`config.mk`:
```
export PLATFORM = sky130hd
export DESIGN_NAME = ipx_ethernet_frame_filter_flat
export DESIGN_NICKNAME = d
export VERILOG_FILES = /design/src/ipxf_pkg.sv /design/src/ipxf_if.sv /design/src/ipxf_frame_track.sv /design/src/ipxf_verdict.sv /design/src/ipx_ethernet_frame_filter.sv /design/src/flat_wrapper.sv
export SDC_FILE = /design/constraint.sdc
export NUM_CORES = 1
export LEC_CHECK = 0
export BUFFER_PORTS_ARGS = -buffer_cell sky130_fd_sc_hd__clkbuf_2
export CAP_MARGIN = 25
export CORE_MARGIN = 2
export CORE_UTILIZATION = 40
export DETAILED_ROUTE_END_ITERATION = 8
export GPL_TIMING_DRIVEN = 0
export HOLD_SLACK_MARGIN = 0.15
export SLEW_MARGIN = 40
export SYNTH_ARGS = -nofsm -noshare
export SYNTH_HDL_FRONTEND = slang
export SYNTH_HIERARCHICAL = 1
export SYNTH_SLANG_ARGS = --single-unit
```
`constraint.sdc`:
```
create_clock -name i_clk -period 4.5 [get_ports i_clk]
set_input_delay 0.225 -clock i_clk [delete_from_list [all_inputs] [get_ports i_clk]]
set_output_delay 0.225 -clock i_clk [all_outputs]
set_load 0.05 [all_outputs]
```
`src/ipxf_pkg.sv`:
```
// ----------------------------------------------------------------------------
// ipxf_pkg
// Shared types and constants for the IPX-over-Ethernet frame filter.
// ----------------------------------------------------------------------------
`default_nettype none

package ipxf_pkg;

    localparam int unsigned IPX_HEADER_BYTES = 30;
    localparam int unsigned MAX_8023_LENGTH  = 1500;
    localparam int unsigned MAC_HEADER_BYTES = 14;
    localparam int unsigned LLC_HEADER_BYTES = 3;

    localparam logic [15:0] IPX_ETHERTYPE  = 16'h8137;
    localparam logic [7:0]  IPX_SAP        = 8'hE0;
    localparam logic [7:0]  LLC_UI_CONTROL = 8'h03;
    localparam logic [15:0] COUNT_MAX      = 16'hFFFF;

    // byte positions captured from the frame header
    localparam logic [15:0] POS_TYPE_HI = 16'd12;
    localparam logic [15:0] POS_TYPE_LO = 16'd13;
    localparam logic [15:0] POS_DSAP    = 16'd14;
    localparam logic [15:0] POS_CONTROL = 16'd16;

    // frame_format register codes; the unused code acts as LLC
    localparam logic [1:0] FMT_ETH2 = 2'd0;
    localparam logic [1:0] FMT_RAW  = 2'd1;
    localparam logic [1:0] FMT_LLC  = 2'd2;

    localparam logic [4:0] OFFSET_MAC = 5'(MAC_HEADER_BYTES);
    localparam logic [4:0] OFFSET_LLC = 5'(MAC_HEADER_BYTES + LLC_HEADER_BYTES);

    typedef enum logic [2:0] {
        RSN_OK        = 3'd0,
        RSN_SHORT     = 3'd1,
        RSN_ETHERTYPE = 3'd2,
        RSN_LEN_BIG   = 3'd3,
        RSN_LEN_SMALL = 3'd4,
        RSN_LEN_PAST  = 3'd5,
        RSN_DSAP      = 3'd6,
        RSN_CONTROL   = 3'd7
    } t_reason;

    // snapshot of one finished frame, handed to the verdict logic
    typedef struct packed {
        logic [1:0]  frame_format;
        logic [15:0] byte_total;
        logic [15:0] type_length;
        logic [7:0]  llc_dsap;
        logic [7:0]  llc_control;
    } t_frame_sum;

    typedef struct packed {
        logic        accepted;
        t_reason     reject_reason;
        logic [4:0]  ipx_offset;
        logic [15:0] ipx_length;
    } t_verdict;

endpackage

`default_nettype wire

```
`src/ipxf_if.sv`:
```
// ----------------------------------------------------------------------------
// ipxf_if
// Valid/ready channels: receive bytes in, frame verdicts out.
// ----------------------------------------------------------------------------
`default_nettype none

interface ipxf_byte_if;
    logic       valid;
    logic       ready;
    logic [7:0] data_byte;
    logic       last_byte;

    modport source (output valid, output data_byte, output last_byte, input ready);
    modport sink   (input valid, input data_byte, input last_byte, output ready);
endinterface

interface ipxf_verdict_if;
    logic        valid;
    logic        ready;
    logic        accepted;
    logic [2:0]  reject_reason;
    logic [4:0]  ipx_offset;
    logic [15:0] ipx_length;

    modport source (output valid, output accepted, output reject_reason,
                    output ipx_offset, output ipx_length, input ready);
    modport sink   (input valid, input accepted, input reject_reason,
                    input ipx_offset, input ipx_length, output ready);
endinterface

`default_nettype wire

```
`src/ipxf_frame_track.sv`:
```
// ----------------------------------------------------------------------------
// ipxf_frame_track
// Per-frame byte counter and header capture; snapshots a frame on its last byte.
// ----------------------------------------------------------------------------
`default_nettype none

module ipxf_frame_track
    import ipxf_pkg::*;
(
    input  wire logic        i_clk,
    input  wire logic        i_rst_n,
    input  wire logic        i_take,
    input  wire logic [7:0]  i_data_byte,
    input  wire logic        i_last_byte,
    input  wire logic [1:0]  i_frame_format,
    input  wire logic        i_advance,
    output logic             o_sum_valid,
    output t_frame_sum       o_sum
);

    logic [15:0] r_count, n_count;
    logic [15:0] r_tl, n_tl;
    logic [7:0]  r_dsap, n_dsap;
    logic [7:0]  r_ctrl, n_ctrl;
    logic        r_sum_valid;
    t_frame_sum  r_sum;

    always_comb begin
        n_tl   = r_tl;
        n_dsap = r_dsap;
        n_ctrl = r_ctrl;
        if (r_count == POS_TYPE_HI) begin
            n_tl[15:8] = i_data_byte;
        end
        if (r_count == POS_TYPE_LO) begin
            n_tl[7:0] = i_data_byte;
        end
        if (r_count == POS_DSAP) begin
            n_dsap = i_data_byte;
        end
        if (r_count == POS_CONTROL) begin
            n_ctrl = i_data_byte;
        end
        n_count = (r_count != COUNT_MAX) ? r_count + 16'd1 : r_count;
    end

    always_ff @(posedge i_clk) begin
        if (!i_rst_n) begin
            r_count <= '0;
            r_tl    <= '0;
            r_dsap  <= '0;
            r_ctrl  <= '0;
        end else if (i_take) begin
            if (i_last_byte) begin
                r_count <= '0;
                r_tl    <= '0;
                r_dsap  <= '0;
                r_ctrl  <= '0;
            end else begin
                r_count <= n_count;
                r_tl    <= n_tl;
                r_dsap  <= n_dsap;
                r_ctrl  <= n_ctrl;
            end
        end
    end

    // snapshot stage: holds the finished frame until the verdict register takes it
    always_ff @(posedge i_clk) begin
        if (!i_rst_n) begin
            r_sum_valid <= 1'b0;
        end else if (i_take && i_last_byte) begin
            r_sum_valid <= 1'b1;
        end else if (i_advance) begin
            r_sum_valid <= 1'b0;
        end
    end

    always_ff @(posedge i_clk) begin
        if (i_take && i_last_byte) begin
            r_sum.frame_format <= i_frame_format;
            r_sum.byte_total   <= n_count;
            r_sum.type_length  <= n_tl;
            r_sum.llc_dsap     <= n_dsap;
            r_sum.llc_control  <= n_ctrl;
        end
    end

    assign o_sum_valid = r_sum_valid;
    assign o_sum       = r_sum;

endmodule

`default_nettype wire

```
`src/ipxf_verdict.sv`:
```
// ----------------------------------------------------------------------------
// ipxf_verdict
// Checks one frame snapshot against its framing and forms the verdict.
// ----------------------------------------------------------------------------
`default_nettype none

module ipxf_verdict
    import ipxf_pkg::*;
(
    input  t_frame_sum i_sum,
    output t_verdict   o_verdict
);

    logic [15:0] after_mac_len;
    logic        eth2, raw;
    t_reason     reason;
    logic [4:0]  offset;
    logic [15:0] length;

    // only meaningful once the short-frame check has passed
    assign after_mac_len = i_sum.byte_total - 16'(MAC_HEADER_BYTES);
    assign eth2 = (i_sum.frame_format == FMT_ETH2);
    assign raw  = (i_sum.frame_format == FMT_RAW);

    always_comb begin
        reason = RSN_OK;
        offset = OFFSET_MAC;
        length = '0;
        if (eth2) begin
            if (i_sum.byte_total < 16'(MAC_HEADER_BYTES + IPX_HEADER_BYTES)) begin
                reason = RSN_SHORT;
            end else if (i_sum.type_length != IPX_ETHERTYPE) begin
                reason = RSN_ETHERTYPE;
            end else begin
                length = after_mac_len;
            end
        end else if (raw) begin
            if (i_sum.byte_total < 16'(MAC_HEADER_BYTES + IPX_HEADER_BYTES)) begin
                reason = RSN_SHORT;
            end else if (i_sum.type_length > 16'(MAX_8023_LENGTH)) begin
                reason = RSN_LEN_BIG;
            end else if (i_sum.type_length < 16'(IPX_HEADER_BYTES)) begin
                reason = RSN_LEN_SMALL;
            end else if (i_sum.type_length > after_mac_len) begin
                reason = RSN_LEN_PAST;
            end else begin
                length = i_sum.type_length;
            end
        end else begin
            offset = OFFSET_LLC;
            if (i_sum.byte_total <
                16'(MAC_HEADER_BYTES + LLC_HEADER_BYTES + IPX_HEADER_BYTES)) begin
                reason = RSN_SHORT;
            end else if (i_sum.type_length > 16'(MAX_8023_LENGTH)) begin
                reason = RSN_LEN_BIG;
            end else if (i_sum.type_length < 16'(LLC_HEADER_BYTES + IPX_HEADER_BYTES)) begin
                reason = RSN_LEN_SMALL;
            end else if (i_sum.type_length > after_mac_len) begin
                reason = RSN_LEN_PAST;
            end else if (i_sum.llc_dsap != IPX_SAP) begin
                reason = RSN_DSAP;
            end else if (i_sum.llc_control != LLC_UI_CONTROL) begin
                reason = RSN_CONTROL;
            end else begin
                length = i_sum.type_length - 16'(LLC_HEADER_BYTES);
            end
        end
    end

    always_comb begin
        o_verdict.accepted      = (reason == RSN_OK);
        o_verdict.reject_reason = reason;
        o_verdict.ipx_offset    = (reason == RSN_OK) ? offset : 5'd0;
        o_verdict.ipx_length    = (reason == RSN_OK) ? length : 16'd0;
    end

endmodule

`default_nettype wire

```
`src/ipx_ethernet_frame_filter.sv`:
```
// ----------------------------------------------------------------------------
// ipx_ethernet_frame_filter
// Checks received Ethernet frames for an IPX packet in the selected framing.
// ----------------------------------------------------------------------------
//  channel     dir  handshake     payload
//  i_byte      in   valid/ready   data_byte[7:0], last_byte
//  o_verdict   out  valid/ready   accepted, reject_reason[2:0], ipx_offset[4:0],
//                                 ipx_length[15:0]
//  cfg         in   i_cfg_wr_en   i_cfg_wr_data[1:0] -> frame_format
//
//  One byte is taken per cycle while i_byte.ready is high. A last byte goes
//  through the snapshot register, then verdict logic into the output register.
//  Reset (synchronous, active low) clears the counters, the format register
//  and both valid flags. While a verdict waits, bytes keep flowing until the
//  snapshot stage also holds a frame end; ready then follows o_verdict.ready.
// ----------------------------------------------------------------------------
`default_nettype none

module ipx_ethernet_frame_filter
    import ipxf_pkg::*;
(
    input  wire logic       i_clk,
    input  wire logic       i_rst_n,
    input  wire logic       i_cfg_wr_en,
    input  wire logic [1:0] i_cfg_wr_data,
    ipxf_byte_if.sink       i_byte,
    ipxf_verdict_if.source  o_verdict
);

    logic [1:0] r_fmt;
    logic       take;
    logic       out_free;
    logic       sum_valid;
    t_frame_sum sum;
    t_verdict   verdict;
    logic       r_out_valid;
    t_verdict   r_out;

    always_ff @(posedge i_clk) begin
        if (!i_rst_n) begin
            r_fmt <= FMT_ETH2;
        end else if (i_cfg_wr_en) begin
            r_fmt <= i_cfg_wr_data;
        end
    end

    assign out_free     = !r_out_valid || o_verdict.ready;
    assign i_byte.ready = !sum_valid || out_free;
    assign take         = i_byte.valid && i_byte.ready;

    ipxf_frame_track u_track (
        .i_clk          (i_clk),
        .i_rst_n        (i_rst_n),
        .i_take         (take),
        .i_data_byte    (i_byte.data_byte),
        .i_last_byte    (i_byte.last_byte),
        .i_frame_format (r_fmt),
        .i_advance      (out_free),
        .o_sum_valid    (sum_valid),
        .o_sum          (sum)
    );

    ipxf_verdict u_verdict (
        .i_sum     (sum),
        .o_verdict (verdict)
    );

    always_ff @(posedge i_clk) begin
        if (!i_rst_n) begin
            r_out_valid <= 1'b0;
        end else if (out_free) begin
            r_out_valid <= sum_valid;
        end
    end

    always_ff @(posedge i_clk) begin
        if (out_free && sum_valid) begin
            r_out <= verdict;
        end
    end

    assign o_verdict.valid         = r_out_valid;
    assign o_verdict.accepted      = r_out.accepted;
    assign o_verdict.reject_reason = r_out.reject_reason;
    assign o_verdict.ipx_offset    = r_out.ipx_offset;
    assign o_verdict.ipx_length    = r_out.ipx_length;

`ifndef SYNTH
    // a finished frame that finds the output free must show up next cycle
    a_sum_to_out: assert property (@(posedge i_clk) disable iff (!i_rst_n)
        (sum_valid && out_free) |=> r_out_valid)
        else $error("frame verdict lost between snapshot and output");

    // a new verdict only appears if a frame snapshot was waiting
    a_out_from_sum: assert property (@(posedge i_clk) disable iff (!i_rst_n)
        (!r_out_valid ##1 r_out_valid) |-> $past(sum_valid))
        else $error("verdict produced without a frame end");

    a_accept_fields: assert property (@(posedge i_clk) disable iff (!i_rst_n)
        (r_out_valid && r_out.accepted) |->
        (r_out.reject_reason == RSN_OK &&
         (r_out.ipx_offset == OFFSET_MAC || r_out.ipx_offset == OFFSET_LLC) &&
         r_out.ipx_length >= 16'(IPX_HEADER_BYTES)))
        else $error("accepted verdict with bad offset or length");

    a_reject_fields: assert property (@(posedge i_clk) disable iff (!i_rst_n)
        (r_out_valid && !r_out.accepted) |->
        (r_out.reject_reason != RSN_OK && r_out.ipx_offset == 5'd0 &&
         r_out.ipx_length == 16'd0))
        else $error("rejected verdict carries packet fields");
`endif

endmodule

`default_nettype wire
```
`src/flat_wrapper.sv`:
```
// flat-port wrapper written by rule: the top's interface ports become plain ports
module ipx_ethernet_frame_filter_flat import ipxf_pkg::*;
  (i_clk, i_rst_n, i_cfg_wr_en, i_cfg_wr_data, i_byte_valid, i_byte_data_byte, i_byte_last_byte, i_byte_ready, o_verdict_valid, o_verdict_accepted, o_verdict_reject_reason, o_verdict_ipx_offset, o_verdict_ipx_length, o_verdict_ready);
  ipxf_byte_if i_byte_i ();
  ipxf_verdict_if o_verdict_i ();
  input  wire logic i_clk;
  input  wire logic i_rst_n;
  input  wire logic i_cfg_wr_en;
  input  wire logic [1:0] i_cfg_wr_data;
  input wire logic [$bits(i_byte_i.valid)-1:0] i_byte_valid;
  input wire logic [$bits(i_byte_i.data_byte)-1:0] i_byte_data_byte;
  input wire logic [$bits(i_byte_i.last_byte)-1:0] i_byte_last_byte;
  output wire logic [$bits(i_byte_i.ready)-1:0] i_byte_ready;
  output wire logic [$bits(o_verdict_i.valid)-1:0] o_verdict_valid;
  output wire logic [$bits(o_verdict_i.accepted)-1:0] o_verdict_accepted;
  output wire logic [$bits(o_verdict_i.reject_reason)-1:0] o_verdict_reject_reason;
  output wire logic [$bits(o_verdict_i.ipx_offset)-1:0] o_verdict_ipx_offset;
  output wire logic [$bits(o_verdict_i.ipx_length)-1:0] o_verdict_ipx_length;
  input wire logic [$bits(o_verdict_i.ready)-1:0] o_verdict_ready;
  assign i_byte_i.valid = i_byte_valid;
  assign i_byte_i.data_byte = i_byte_data_byte;
  assign i_byte_i.last_byte = i_byte_last_byte;
  assign i_byte_ready = i_byte_i.ready;
  assign o_verdict_valid = o_verdict_i.valid;
  assign o_verdict_accepted = o_verdict_i.accepted;
  assign o_verdict_reject_reason = o_verdict_i.reject_reason;
  assign o_verdict_ipx_offset = o_verdict_i.ipx_offset;
  assign o_verdict_ipx_length = o_verdict_i.ipx_length;
  assign o_verdict_i.ready = o_verdict_ready;
  ipx_ethernet_frame_filter u_core (.i_clk(i_clk), .i_rst_n(i_rst_n), .i_cfg_wr_en(i_cfg_wr_en), .i_cfg_wr_data(i_cfg_wr_data), .i_byte(i_byte_i), .o_verdict(o_verdict_i));
endmodule
```
==> impl_results.md <==
* Slew Limit Fails at 0
* Synth warn at 6
* Type of element capturing the critical path: register
* Leak at 3.01 nW
* Clock buffer count from CTS at 17
* Initial antenna violation count at 0
* Metal3 WL at approximately 1200 um
* Final ANT Viol Nets at 0
* Critical path launch point type: register
* Syn Area/Cell at roughly 10 sq um
* RePlAce Congestion at approximately 0.9
* Final Cycle Share at around 93%
* Chip Width at 137 um
* CTS tree: built
* Clock Path Buffers at 2
* RSZ-0062 raised after global routing: no
* Num rows at 48
* HPWL after detailed placement at roughly 14000 um
* Die area at about 19000 sq um
* Mapped Area at approximately 7100 sq um
* Mapped Cells at 681
* Crit-path max FO at 4
* First-pass GRT wire length at approximately 31000 um
* Port Buffers at 42
* Share of cells above drive strength 1 at about a fifth
* Relative slew slack at around 54%
* Tmin final at roughly 4200 ps
* Ys flop type: edfxtp_1
* Worst vdd ir at ~260 uV
* Crit path DAT at about 4500 ps
* Status: completed
* Number of synthesized flops with an enable pin at 75
* Hold Violations, Final at 0
* Ant diodes at 0
* First drt pass iteration count at 6
* Setup tns final at 0 ps
* Total grt overflow at 0
* Total global-route track usage at 21.3%
* Count of different cell masters after synthesis at 71
* Design Power at ~2.8 mW
* Number of global-route vias before repair at 5691
* DR iter-0 viols at slightly below 600
* Setup Viol. Count Final at 0
* R2r worst-path depth at 15
* Wirelength per Cell at 19.3 um
* FFs w/ async S/R, synth at 0%
* Register area share after synthesis at about 46%
* Hold Path Class: in2reg
* Final net count at slightly below 800
* F_max at 238 MHz
* Core area at between 15000 and 20000 sq um
* DRC viols at 0
* Final wirelength at 19200 um
* Layout fillers at about 1600
* Clk_skew at about 13 ps
* Area Overhead vs Synth at 17.9%
* Syn Nets at between 700 and 800
* Clock Sinks at between 100 and 150
* Max Used Layer: met4
* Synthesized flop and latch total at around 130
* Max_cap viols at 0
* Via count at ~6000
* DIE HEIGHT at 137 um
* H-tree depth at 4
* Largest net degree at the start of global routing at 24
* I/O pin cnt at 43
* Vias per std cell at ~6
* Hold path cells at 3
* Pwr per Cell Area at ~340 nW/um^2
* Met1 WL at 8410 um
* Met2 wire length at about 8800 um
* Insertion delay to the later sink of the worst-skew pair at about 420 ps
* Clock-pin slew on the worst setup and hold paths at ~60 ps
* Clk root buf: clkbuf_16
* Hold_ws at 164 ps
* Tightest Pin Transition at approximately 700 ps
* CP Data Required Time at roughly 4800 ps
* Crit path kind: reg2reg
* Initial Util at a little over 40%
==> where the power goes <==
group          internal, mW  switching (mW)  leakage [nW]
Combinational        0.0613           0.141          1.57
Sequential             1.25          0.0186          1.14
Clock                 0.871           0.496         0.299
Total                  2.18           0.656          3.01
==> per-layer routing <==
| metal | vias to the layer above | global-route usage, % |
|---|---|---|
| met2 | 282 | 33.6 |
| met5 | - | 0 |
| met4 | 0 | 10.7 |
| met3 | 57 | 3.42 |
| li1 | 2824 | - |
| met1 | 2816 | 28.5 |
==> synth_stat cells, types with 3 or more instances <==
cell type | number | area, sq um
ha_1 | 23 | 288
or3_1 | 7 | 43.8
o21ai_0 | 12 | 60.1
mux2_2 | 32 | 360
nor3_1 | 14 | 70.1
buf_2 | 5 | 25.0
nor4_2 | 3 | 37.5
nand2b_1 | 7 | 43.8
and4_1 | 6 | 52.6
o31a_1 | 3 | 26.3
inv_1 | 20 | 75.1
a21o_1 | 6 | 45.0
o211ai_1 | 7 | 52.6
nor2b_1 | 7 | 43.8
a211oi_1 | 6 | 45.0
or4_4 | 3 | 33.8
o22ai_1 | 13 | 81.3
nor2_1 | 32 | 120
a21oi_1 | 26 | 130
edfxtp_1 | 75 | 2250
dfxtp_1 | 52 | 1040
o2111a_1 | 22 | 248
a32o_1 | 3 | 30.0
a31o_2 | 6 | 52.6
nand3_1 | 23 | 115
buf_6 | 4 | 45.0
o31ai_1 | 4 | 30.0
xor2_1 | 9 | 78.8
nor4_1 | 34 | 213
nand2_1 | 60 | 225
o21a_1 | 4 | 30.0
clkbuf_1 | 38 | 143
or4_1 | 4 | 30.0
a311o_1 | 22 | 220
xnor2_1 | 17 | 149
and3_1 | 5 | 31.3
buf_4 | 3 | 22.5
a31oi_1 | 8 | 50.1
a221oi_1 | 3 | 26.3
and2_1 | 3 | 18.8
nand4_1 | 13 | 81.3
==> what timing repair did <==
item | CTS | global route
buffers inserted | 0 | 2
hold buffers | 7 | 0
gates cloned | 0 | 0
setup endpoints to repair | 2 | 13
resized for setup | 1 | 3
endpoints found under the hold margin | 5 | 0
==> area by class of cell <==
class                   count  area, sq um  share of cell area, %
clock inverters             7         71.3                  0.852
clock buffers              25          528                   6.31
inverters                  20         75.1                  0.897
well taps                 225          282                   3.36
plain buffers              52          245                   2.93
flip-flops and latches    127         3290                   39.3
multi-input cells         482         3520                   42.1
repair buffers             54          353                   4.22
==> worst max-delay path, stage by stage (launching register included) <==
cell and delay, ps:
edfxtp_1 420, ha_1 240, a21oi_1 230, nor3b_4 270, nand2b_2 120, nor4_1 290, xnor2_1 230, ha_1 320
nand4_1 160, nor2_1 70, a221o_1 330, o31a_1 370, o221a_1 270, or3b_1 410, nor3_2 200, buf_4 150
==> state kept, by name, indices dropped and copies added (netlist names), 2 cells and up <==
register and count:
u_core/u_track/o_sum 50, u_core/u_track/r_count 16, u_core/u_track/r_tl 16, u_core/o_verdict.ipx_offset 5, u_core/u_track/r_dsap 8, u_core/u_track/r_ctrl 8, u_core/o_verdict.reject_reason 3, u_core/o_verdict.ipx_length 16
u_core/r_fmt 2
==> layout by cell type (no fill, tap or decap), types with 7 or more instances in the layout <==
cell and count:
o22ai_1 13, dfxtp_1 52, nor3_1 14, edfxtp_1 75, a21oi_1 26, o21ai_0 12
a31oi_1 8, or3_1 7, nand3_1 23, o211ai_1 7, nand2_1 60, clkbuf_16 19
inv_1 20, nor4_1 32, o2111a_1 22, nand2b_1 7, xnor2_1 17, a311o_1 22
nand4_1 13, xor2_1 9, clkbuf_1 40, clkbuf_2 44, ha_1 23, nor2_1 31
dlygate4sd3_1 7, mux2_2 32
==> per-stage QoR <==
stage,util (%),instances,instance area (sq um),worst slack [ps]
final,48.4,992,8370,294
after floorplan,-,681,7100,496
after global routing,48.4,992,8370,22.1
after detailed placement,44.3,951,7670,-8.05
after global placement,43.9,948,7590,-544
after CTS,48.2,990,8340,103
==> final timing paths <==
path,from,to,slack (ps)
hold reg to reg,u_core/r_fmt[0]$_SDFFE_PN0P_,u_core/u_track/o_sum[48]$_DFFE_PP_,430
setup / recovery,u_core/u_track/o_sum[33]$_DFFE_PP_,u_core/o_verdict.ipx_offset[2]$_DFFE_PP_,290
setup reg to reg,u_core/u_track/o_sum[33]$_DFFE_PP_,u_core/o_verdict.ipx_offset[2]$_DFFE_PP_,290
hold / removal,o_verdict_ready,u_core/o_verdict.valid$_SDFFE_PN0P_,160
==> cells by family (layout without fill, tap and decap cells) <==
| logic type | Yosys count | count (layout) | share of synthesized area [%] |
|---|---|---|---|
| DFF | 127 | 127 | 46.4 |
| AOI/OAI and AO/OA | 162 | 162 | 18.1 |
| muxes | 34 | 34 | 5.36 |
| xor gates and xnor gates | 26 | 26 | 3.21 |
| adders and majority gates | 23 | 23 | 4.06 |
| and+or+nand+nor | 237 | 237 | 18.4 |
| buffers and inverters | 72 | 158 | 4.50 |
Note: power is estimated with default switching activity, not from simulation.
